`config.mk`:
```
export PLATFORM = sky130hd
export DESIGN_NAME = char_lcd_i2c_expander_writer
export DESIGN_NICKNAME = d
export VERILOG_FILES = /design/src/hdl/lcdx_pkg.sv /design/src/hdl/char_lcd_i2c_expander_writer.sv /design/src/hdl/lcdx_front.sv /design/src/hdl/lcdx_queue.sv /design/src/hdl/lcdx_back.sv
export VERILOG_INCLUDE_DIRS = /design/src /design/src/hdl
export SDC_FILE = /design/constraint.sdc
export NUM_CORES = 1
export LEC_CHECK = 0
export ABC_AREA = 1
export BUFFER_PORTS_ARGS = -buffer_cell sky130_fd_sc_hd__buf_2
export CAP_MARGIN = 20
export CORE_UTILIZATION = 57
export DETAILED_ROUTE_END_ITERATION = 16
export PLACE_DENSITY = 0.89
export SLEW_MARGIN = 40
export SYNTH_ARGS = -nofsm -noshare
export SYNTH_HDL_FRONTEND = slang
export SYNTH_HIERARCHICAL = 1
export SYNTH_SLANG_ARGS = --single-unit
```
`constraint.sdc`:
```
create_clock -name clk -period 5.2 [get_ports clk]
set_input_delay 1.04 -clock clk [delete_from_list [all_inputs] [get_ports clk]]
set_output_delay 1.04 -clock clk [all_outputs]
set_load 0.02 [all_outputs]
```
`src/hdl/assert_macros.svh`:
```
// Assertion helpers shared by the RTL. Synthesis builds see empty bodies.
`ifndef ASSERT_MACROS_SVH
`define ASSERT_MACROS_SVH
`ifndef SYNTHESIS
// The property must hold at every clock edge outside reset.
`define ASSERT_CLK(name, clk, rst_n, prop) \
	name: assert property (@(posedge clk) disable iff (!rst_n) (prop)) \
		else $error("assertion failed");
// The expression must never be true at a clock edge outside reset.
`define ASSERT_NEVER(name, clk, rst_n, expr) \
	name: assert property (@(posedge clk) disable iff (!rst_n) !(expr)) \
		else $error("forbidden condition seen");
`else
`define ASSERT_CLK(name, clk, rst_n, prop)
`define ASSERT_NEVER(name, clk, rst_n, expr)
`endif
`endif

```
`src/hdl/lcdx_pkg.sv`:
```
package lcdx_pkg;

	// Display geometry.
	localparam int LINE_LENGTH = 16;
	localparam int DISP_CELLS  = 2 * LINE_LENGTH;
	localparam int POS_W       = $clog2(DISP_CELLS);

	// Payload widths.
	localparam int CMD_W  = 3;
	localparam int CHAR_W = 8;
	localparam int ROW_W  = 2;
	localparam int COL_W  = 5;
	localparam int BYTE_W = 8;

	localparam logic [COL_W:0] LINE_LEN_COL = (COL_W + 1)'(LINE_LENGTH);

	// Command codes on the input channel.
	typedef enum logic [CMD_W-1:0] {
		CMD_PRINT      = 3'd0,
		CMD_SET_CURSOR = 3'd1,
		CMD_HOME       = 3'd2,
		CMD_CLEAR      = 3'd3,
		CMD_DISP_ON    = 3'd4,
		CMD_DISP_OFF   = 3'd5
	} cmd_t;

	// Controller instruction bytes.
	localparam logic [7:0] LCD_ON          = 8'h0C;
	localparam logic [7:0] LCD_OFF         = 8'h08;
	localparam logic [7:0] INSTR_CLEAR     = 8'h01;
	localparam logic [7:0] INSTR_HOME      = 8'h02;
	localparam logic [7:0] LCD_DDRAM       = 8'h80;
	localparam logic [7:0] LCD_ROW2_OFFSET = 8'h40;

	// Expander byte bit positions.
	localparam int BIT_RS = 0;
	localparam int BIT_EN = 2;
	localparam int BIT_BL = 3;

	// One classified command: one or two controller bytes.
	typedef struct packed {
		logic [7:0] byte_a;
		logic       rs_a;
		logic [7:0] byte_b;
		logic       rs_b;
		logic       two;
	} job_t;

	// Queue between the front and the back.
	localparam int Q_DEPTH = 2;
	localparam int Q_PTR_W = $clog2(Q_DEPTH);
	localparam int Q_CNT_W = $clog2(Q_DEPTH + 1);

	typedef struct packed {
		logic full;
		logic empty;
	} q_status_t;

	// Configuration port.
	localparam int PADDR_W   = 3;
	localparam int PDATA_W   = 32;
	localparam int REG_IDX_W = PADDR_W - 2;
	localparam logic [REG_IDX_W-1:0] REG_BACKLIGHT = '0;

endpackage

```
`src/hdl/char_lcd_i2c_expander_writer.sv`:
```
// Character LCD writer for a 2x16 display in 4-bit mode behind an I2C
// port expander. Each input transaction carries one command (print a
// character, set the cursor, home, clear, display on, display off) and
// yields a stream of expander bytes on the output channel, four per
// controller byte: high nibble with EN high then low, then the low nibble
// the same way. The final byte of a command carries last. Unknown command
// codes are taken and produce nothing.
// Both channels use valid and stall; a transaction completes at a clock edge
// with valid high and stall low. The first byte of a command passes through
// the queue and the output register. The back end sends one byte per cycle
// while out_stall is low; a command gives four bytes, or eight when a print
// crosses a line end and an address command is added. A two-entry command
// queue sits between the decoder and the byte sequencer, so new commands are
// taken while earlier bytes are still waiting; in_stall rises only when the
// queue is full. If the receiver stalls, the current byte holds and the
// queue fills. Reset clears the cursor to the upper left corner, empties
// the queue and sets backlight_on to 1. The APB port holds backlight_on at
// byte address 0 and should only be written while the block is idle.
module char_lcd_i2c_expander_writer (
	input  logic                         clk,
	input  logic                         arst_n,
	// APB configuration port
	input  logic                         psel,
	input  logic                         penable,
	input  logic                         pwrite,
	input  logic [lcdx_pkg::PADDR_W-1:0] paddr,
	input  logic [lcdx_pkg::PDATA_W-1:0] pwdata,
	output logic [lcdx_pkg::PDATA_W-1:0] prdata,
	output logic                         pready,
	// Command input
	input  logic                         in_valid,
	output logic                         in_stall,
	input  logic [lcdx_pkg::CMD_W-1:0]   command,
	input  logic [lcdx_pkg::CHAR_W-1:0]  char_code,
	input  logic [lcdx_pkg::ROW_W-1:0]   cursor_row,
	input  logic [lcdx_pkg::COL_W-1:0]   cursor_col,
	// Expander byte output
	output logic                         out_valid,
	input  logic                         out_stall,
	output logic [lcdx_pkg::BYTE_W-1:0]  expander_byte,
	output logic                         last
);
	import lcdx_pkg::*;

	logic                 backlight_q;
	logic [REG_IDX_W-1:0] reg_idx;
	logic                 push;
	logic                 pop;
	job_t                 push_job;
	job_t                 head;
	q_status_t            q_status;

	// Register file: a single bit, always ready, no wait states.
	assign pready  = 1'b1;
	assign reg_idx = paddr[PADDR_W-1:2];

	always_ff @(posedge clk or negedge arst_n) begin
		if (!arst_n) begin
			backlight_q <= 1'b1;
		end else if (psel && penable && pwrite && pready && (reg_idx == REG_BACKLIGHT)) begin
			backlight_q <= pwdata[0];
		end
	end

	always_comb begin
		prdata = '0;
		if (reg_idx == REG_BACKLIGHT) begin
			prdata[0] = backlight_q;
		end
	end

	// Front end decodes commands and tracks the cursor position.
	lcdx_front u_front (
		.clk        (clk),
		.arst_n     (arst_n),
		.in_valid   (in_valid),
		.in_stall   (in_stall),
		.command    (command),
		.char_code  (char_code),
		.cursor_row (cursor_row),
		.cursor_col (cursor_col),
		.q_status   (q_status),
		.push       (push),
		.push_job   (push_job)
	);

	// Short queue that lets the two halves stall independently.
	lcdx_queue u_queue (
		.clk      (clk),
		.arst_n   (arst_n),
		.push     (push),
		.push_job (push_job),
		.pop      (pop),
		.head     (head),
		.status   (q_status)
	);

	// Back end serializes each job into expander bytes.
	lcdx_back u_back (
		.clk           (clk),
		.arst_n        (arst_n),
		.backlight_on  (backlight_q),
		.head          (head),
		.q_status      (q_status),
		.pop           (pop),
		.out_valid     (out_valid),
		.out_stall     (out_stall),
		.expander_byte (expander_byte),
		.last          (last)
	);

endmodule

```
`src/hdl/lcdx_front.sv`:
```
module lcdx_front (
	input  logic                        clk,
	input  logic                        arst_n,
	input  logic                        in_valid,
	output logic                        in_stall,
	input  logic [lcdx_pkg::CMD_W-1:0]  command,
	input  logic [lcdx_pkg::CHAR_W-1:0] char_code,
	input  logic [lcdx_pkg::ROW_W-1:0]  cursor_row,
	input  logic [lcdx_pkg::COL_W-1:0]  cursor_col,
	input  lcdx_pkg::q_status_t         q_status,
	output logic                        push,
	output lcdx_pkg::job_t              push_job
);
	import lcdx_pkg::*;

	logic [POS_W-1:0] pos_q;
	logic [POS_W-1:0] pos_d;
	logic             accept;
	logic             set_ok;
	logic             row2;
	logic [7:0]       set_byte;
	logic [POS_W-1:0] set_pos;
	logic [POS_W-1:0] pos_inc;

	assign in_stall = q_status.full;
	assign accept   = in_valid && !in_stall;

	// Cursor command decode: rows 1 and 2, columns 1 to the line length.
	assign row2     = (cursor_row == ROW_W'(2));
	assign set_ok   = ((cursor_row == ROW_W'(1)) || row2) && (cursor_col != '0)
		&& ({1'b0, cursor_col} <= LINE_LEN_COL);
	assign set_byte = LCD_DDRAM + (row2 ? LCD_ROW2_OFFSET : 8'h00) + (8'(cursor_col) - 8'd1);
	assign set_pos  = (row2 ? POS_W'(LINE_LENGTH) : POS_W'(0)) + POS_W'(cursor_col)
		- POS_W'(1);
	assign pos_inc  = (pos_q == POS_W'(DISP_CELLS - 1)) ? '0 : pos_q + POS_W'(1);

	always_comb begin
		push_job = '0;
		push     = 1'b0;
		pos_d    = pos_q;
		if (accept) begin
			case (cmd_t'(command))
				CMD_PRINT: begin
					push  = 1'b1;
					pos_d = pos_inc;
					if (pos_q == POS_W'(LINE_LENGTH)) begin
						// Start of line 2: move the address there first.
						push_job.byte_a = LCD_DDRAM | LCD_ROW2_OFFSET;
						push_job.byte_b = char_code;
						push_job.rs_b   = 1'b1;
						push_job.two    = 1'b1;
					end else begin
						push_job.byte_a = char_code;
						push_job.rs_a   = 1'b1;
						if (pos_inc == '0) begin
							// Wrapped past the last cell: back to line 1.
							push_job.byte_b = LCD_DDRAM;
							push_job.two    = 1'b1;
						end
					end
				end
				CMD_SET_CURSOR: begin
					push = 1'b1;
					if (set_ok) begin
						push_job.byte_a = set_byte;
						pos_d           = set_pos;
					end else begin
						push_job.byte_a = INSTR_HOME;
						pos_d           = '0;
					end
				end
				CMD_HOME: begin
					push            = 1'b1;
					push_job.byte_a = INSTR_HOME;
					pos_d           = '0;
				end
				CMD_CLEAR: begin
					push            = 1'b1;
					push_job.byte_a = INSTR_CLEAR;
					pos_d           = '0;
				end
				CMD_DISP_ON: begin
					push            = 1'b1;
					push_job.byte_a = LCD_ON;
				end
				CMD_DISP_OFF: begin
					push            = 1'b1;
					push_job.byte_a = LCD_OFF;
				end
				default: begin
					push = 1'b0;
				end
			endcase
		end
	end

	always_ff @(posedge clk or negedge arst_n) begin
		if (!arst_n) begin
			pos_q <= '0;
		end else begin
			pos_q <= pos_d;
		end
	end

endmodule

```
`src/hdl/lcdx_queue.sv`:
```
`include "assert_macros.svh"

module lcdx_queue (
	input  logic                clk,
	input  logic                arst_n,
	input  logic                push,
	input  lcdx_pkg::job_t      push_job,
	input  logic                pop,
	output lcdx_pkg::job_t      head,
	output lcdx_pkg::q_status_t status
);
	import lcdx_pkg::*;

	job_t               mem_q [Q_DEPTH];
	logic [Q_PTR_W-1:0] wr_ptr_q;
	logic [Q_PTR_W-1:0] rd_ptr_q;
	logic [Q_CNT_W-1:0] count_q;

	assign status.full  = (count_q == Q_CNT_W'(Q_DEPTH));
	assign status.empty = (count_q == '0);
	assign head         = mem_q[rd_ptr_q];

	always_ff @(posedge clk) begin
		if (push) begin
			mem_q[wr_ptr_q] <= push_job;
		end
	end

	always_ff @(posedge clk or negedge arst_n) begin
		if (!arst_n) begin
			wr_ptr_q <= '0;
			rd_ptr_q <= '0;
			count_q  <= '0;
		end else begin
			if (push) begin
				wr_ptr_q <= (wr_ptr_q == Q_PTR_W'(Q_DEPTH - 1)) ? '0 : wr_ptr_q + Q_PTR_W'(1);
			end
			if (pop) begin
				rd_ptr_q <= (rd_ptr_q == Q_PTR_W'(Q_DEPTH - 1)) ? '0 : rd_ptr_q + Q_PTR_W'(1);
			end
			case ({push, pop})
				2'b10:   count_q <= count_q + Q_CNT_W'(1);
				2'b01:   count_q <= count_q - Q_CNT_W'(1);
				default: count_q <= count_q;
			endcase
		end
	end

	`ASSERT_NEVER(a_push_when_full, clk, arst_n, push && status.full)
	`ASSERT_NEVER(a_pop_when_empty, clk, arst_n, pop && status.empty)
	`ASSERT_NEVER(a_count_overrun, clk, arst_n, count_q > Q_CNT_W'(Q_DEPTH))

endmodule

```
`src/hdl/lcdx_back.sv`:
```
`include "assert_macros.svh"

module lcdx_back (
	input  logic                        clk,
	input  logic                        arst_n,
	input  logic                        backlight_on,
	input  lcdx_pkg::job_t              head,
	input  lcdx_pkg::q_status_t         q_status,
	output logic                        pop,
	output logic                        out_valid,
	input  logic                        out_stall,
	output logic [lcdx_pkg::BYTE_W-1:0] expander_byte,
	output logic                        last
);
	import lcdx_pkg::*;

	// Byte counter within a job: bit 2 picks the controller byte, bit 1 the
	// nibble, bit 0 the enable phase (high first, then low).
	logic [2:0]        cnt_q;
	logic              out_valid_q;
	logic [BYTE_W-1:0] byte_q;
	logic              last_q;
	logic              head_valid;
	logic              load;
	logic              emit;
	logic              last_byte;
	logic [7:0]        lcd_byte;
	logic              rs;
	logic [3:0]        nibble;
	logic [BYTE_W-1:0] exp_byte;

	assign head_valid = !q_status.empty;
	assign load       = !out_valid_q || !out_stall;
	assign emit       = load && head_valid;
	assign last_byte  = (cnt_q == (head.two ? 3'd7 : 3'd3));
	assign pop        = emit && last_byte;

	assign lcd_byte = cnt_q[2] ? head.byte_b : head.byte_a;
	assign rs       = cnt_q[2] ? head.rs_b : head.rs_a;
	assign nibble   = cnt_q[1] ? lcd_byte[3:0] : lcd_byte[7:4];

	always_comb begin
		exp_byte         = '0;
		exp_byte[7:4]    = nibble;
		exp_byte[BIT_BL] = backlight_on;
		exp_byte[BIT_EN] = !cnt_q[0];
		exp_byte[BIT_RS] = rs;
	end

	always_ff @(posedge clk) begin
		if (emit) begin
			byte_q <= exp_byte;
			last_q <= last_byte;
		end
	end

	always_ff @(posedge clk or negedge arst_n) begin
		if (!arst_n) begin
			cnt_q       <= '0;
			out_valid_q <= 1'b0;
		end else begin
			if (load) begin
				out_valid_q <= head_valid;
			end
			if (emit) begin
				cnt_q <= last_byte ? 3'd0 : cnt_q + 3'd1;
			end
		end
	end

	assign out_valid     = out_valid_q;
	assign expander_byte = byte_q;
	assign last          = last_q;

	`ASSERT_CLK(a_second_byte_needs_two, clk, arst_n, (head_valid && cnt_q[2]) |-> head.two)
	`ASSERT_CLK(a_pop_shows_last, clk, arst_n, pop |=> (out_valid_q && last_q))

endmodule
```
==> metrics.md <==
| Metric | Value |
|---|---|
| Cell Pwr Density | around 470 nW/um^2 |
| Clock power frac | 23.0% |
| Leading cell type in the layout, fill and taps excluded | nand2_1 |
| Synth Warn # | 6 |
| Share of layout cells above drive strength 1 | a little under a quarter |
| Die area | 6860 sq um |
| Avg Inst Size Synth | 9.07 sq um |
| Pre-Repair DR Iteration Count | 5 |
| Most frequent cells in the layout | 71 x nand2_1, 70 x inv_1, 46 x edfxtp_1, 37 x buf_2, 33 x conb_1 |
| Post-synthesis adder-cell area fraction | roughly 5.9% |
| Die X | 82.9 um |
| FMAX | 405 MHz |
| Initial DRC Count | 160 |
| Post-route total power | between 1.5 and 2 mW |
| Met3 Wirelength | 356 um |
| R2R cell count | 7 |
| CP max FO | 2 |
| Setup_tns | 0 ns |
| Cts-stage hold buffer count | 0 |
| Netlist cell types | 40 |
| Post-synthesis mux area share | 0% |
| RR Startpoint | u_queue/count_q[1] |
| Worst skew pair latency | 0.33 ns |
| Final setup vio count | 0 |
| Cells after Synth | 411 |
| Outcome | completed |
| Most used cell, CP | buf_2 |
| Multi-input logic area | 1490 sq um |
| GRT overflow | 0 |
| NetSw | 0.741 mW |
| Simple-Gate Fraction of Synth Area | 19.6% |
| DRC viols | 0 |
| Peak supply drop | 0.000344 V |
| GP Congestion | 0.840 |
| RSZ-0062 raised after global routing | no |
| Synth Register Bits | 60 |
| Core ar. | about 6300 sq um |
| Combinational power share | 36.9% |
| WS Path Type | input pin to output pin |
| Final wirelength | just under 7000 um |
| Lkg Pwr | 2.00 nW |
| Vias per cell | 5.09 |
| Final min period | 2.47 ns |
| Clk sink count | 60 |
| R2R setup slack | slightly above 3 ns |
| Initial antenna violation count | 0 |
| DP HPWL | 5050 um |
| Xor/xnor share of the synthesized area | under 10% |
| Combinational family with the most area after synthesis | simple AND/OR/NAND/NOR gates |
| Relative slew slack | between 40% and 50% |
| Switching part of the total power | 38.7% |
| Crit path capture type | output pin |
| Critical Path Source Type | input pin |
| Slowest CP cell | buf_2 |
| Layout fillers | 504 |
| CTS H-Tree Depth | 3 |
| Sequential share of power | 40.1% |
| Synth async-reset ratio | 23.3% |
| Post-CTS Repair Setup Buffers | 0 |
| Int Pwr | roughly 1.2 mW |
| Starting Density | 59.0% |
| Hold Startpoint | backlight_q |
| Met2 wire length | 3580 um |
| Clk pin slew, worst setup/hold paths | 0.07 ns |
| Port bufs | 37 |
| Antenna Violating Nets Remaining | 0 |
| WP data arrival | about 1.4 ns |
| Routed met1 length | 2670 um |
| Mapped Area | 3730 sq um |
| Worst r2r dst | u_queue/mem_q[1][4] |
| Slowest stage delay, CP | 0.18 ns |
| Die Span Y | 82.9 um |
| Worst-Margin Slew | 0.774 ns |
| Post-CTS Resized | 0 |
| Clk root buf | clkbuf_8 |
| TritonCTS clock tree | done |
| Compound-Gate Fraction of Synth Area | 9.54% |
| Top cell family by delay on the critical path | buffers and inverters |
| Register area | 1730 sq um |
| ANT cells | 0 |
| Period utilization | between 40% and 50% |
| Gr usage total | 21.1% |
| Worst Skew | 0.0119 ns |
| Clock buffer count from CTS | 9 |
| Ys flop type | edfxtp_1 |
| Worst Path Required | 4.16 ns |
| Hold Path Cell Cnt | 2 |
| Pin count of the biggest net entering global routing | 40 |
| Final Hold Fails | 0 |
| Vias | 2706 |
| Row count | 29 |
| Max Buffers Root-to-Sink | 2 |
| Nets@finish | 527 |
| Post-synth EDFFs | 46 |
| WL per Instance | 12.7 um |
| Max-cap violations | 0 |
| Register area share after synthesis | 46.5% |
| Worst hold path endpoint | backlight_q |
| Vias in the first global route | 2721 |
| CP cell instances | buf_2, nor2_1, buf_2 |
| Area grow syn2layout | 8.19% |
| Highest routed layer | met4 |
| Final Max Tran Viols | 0 |
| Ports | 104 |
| First-pass GRT wire length | roughly 11000 um |
| Hold/Removal Path Class | flop to flop |
| Critical path buffer and inverter count | 2 |
-- cell families after synthesis --
family,after synthesis
fa+ha+maj,17
simple gates,151
xor+xnor,6
other cells,3
compound gates,53
flops,60
buf+inv,121
-- per-stage QoR --
stage | worst slack (ns) | hold slack (ns) | std cells | area, sq um | util (%)
after floorplan | 2.45 | 0.447 | 441 | 3840 | -
after global placement | 2.31 | 0.459 | 516 | 3810 | 60.4
after detailed placement | 2.48 | 0.475 | 516 | 3820 | 60.5
after CTS | 2.74 | 0.484 | 532 | 4030 | 63.9
after global routing | 2.70 | 0.501 | 532 | 4030 | 63.9
final | 2.73 | 0.481 | 532 | 4030 | 63.9
-- worst reg2reg max path, cell delays in order (launching register included) --
cell     delay [ns]
dfrtp_1        0.40
inv_1          0.08
nor2_1         0.07
nor2_4         0.18
o21ai_0        0.24
inv_1          0.17
nand2_1        0.07
inv_1          0.57
-- worst max-delay path by stage --
stage                                endpoint  startpoint  cells past startpoint
final                               prdata[0]    paddr[2]                      3
after global routing                prdata[0]    paddr[2]                      3
after CTS                           prdata[0]    paddr[2]                      3
after detailed placement  u_queue/mem_q[1][8]    in_valid                      7
after global placement    u_queue/mem_q[0][8]    in_valid                      7
after floorplan           u_queue/mem_q[0][0]    in_valid                      6
-- final cells by class --
cell class | count | area share (%)
repair buffers | 38 | 4.78
well taps | 77 | 2.39
clock inverters | 3 | 1.06
multi-input cells | 260 | 37.0
flip-flops and latches | 60 | 43.0
inverters | 81 | 7.60
clock buffers | 13 | 4.22
-- power by group through the flow --
stage	combinational [mW]	sequential (mW)	clock (mW)
finish	0.706	0.766	0.441
global route	0.794	0.779	0.468
CTS	0.706	0.766	0.446
global placement	0.660	0.763	0
detailed placement	0.701	0.776	0
floorplan	0.559	0.796	0
-- state kept, by name, summed over array words and instances, names as in the netlist --
| signal | flops |
|---|---|
| backlight_q | 1 |
| u_back/cnt_q | 3 |
| u_back/expander_byte | 7 |
| u_back/last | 1 |
| u_back/out_valid | 1 |
| u_front/pos_q | 5 |
| u_queue/count_q | 2 |
| u_queue/mem_q | 38 |
| u_queue/rd_ptr_q | 1 |
| u_queue/wr_ptr_q | 1 |
-- synthesized netlist by cell type (2+ instances only) --
library cell	instances	area, sq um
dfrtp_1	13	325
nand2_2	14	87.6
buf_4	34	255
o211ai_2	4	50.1
a31oi_1	4	25.0
nand3_4	2	35.0
buf_6	3	33.8
a21oi_1	10	50.1
xor2_1	5	43.8
conb_1	3	11.3
edfxtp_1	46	1380
nor3_1	3	15.0
o21ai_0	14	70.1
o21ai_1	7	35.0
nand2_1	71	267
inv_2	9	33.8
inv_1	70	263
nand4_1	4	25.0
nor2_1	30	113
nand3_2	3	30.0
nor2_2	2	12.5
nand3_1	17	85.1
o21ai_2	11	96.3
ha_1	16	200
-- metal layers --
| layer | vias to the layer above | global-route usage (%) |
|---|---|---|
| li1 | 1327 | - |
| met1 | 1255 | 23.2 |
| met2 | 109 | 37.6 |
| met3 | 15 | 5.37 |
| met4 | 0 | 10.8 |
| met5 | - | 0 |
No activity file was read; power rests on OpenSTA's default activity.
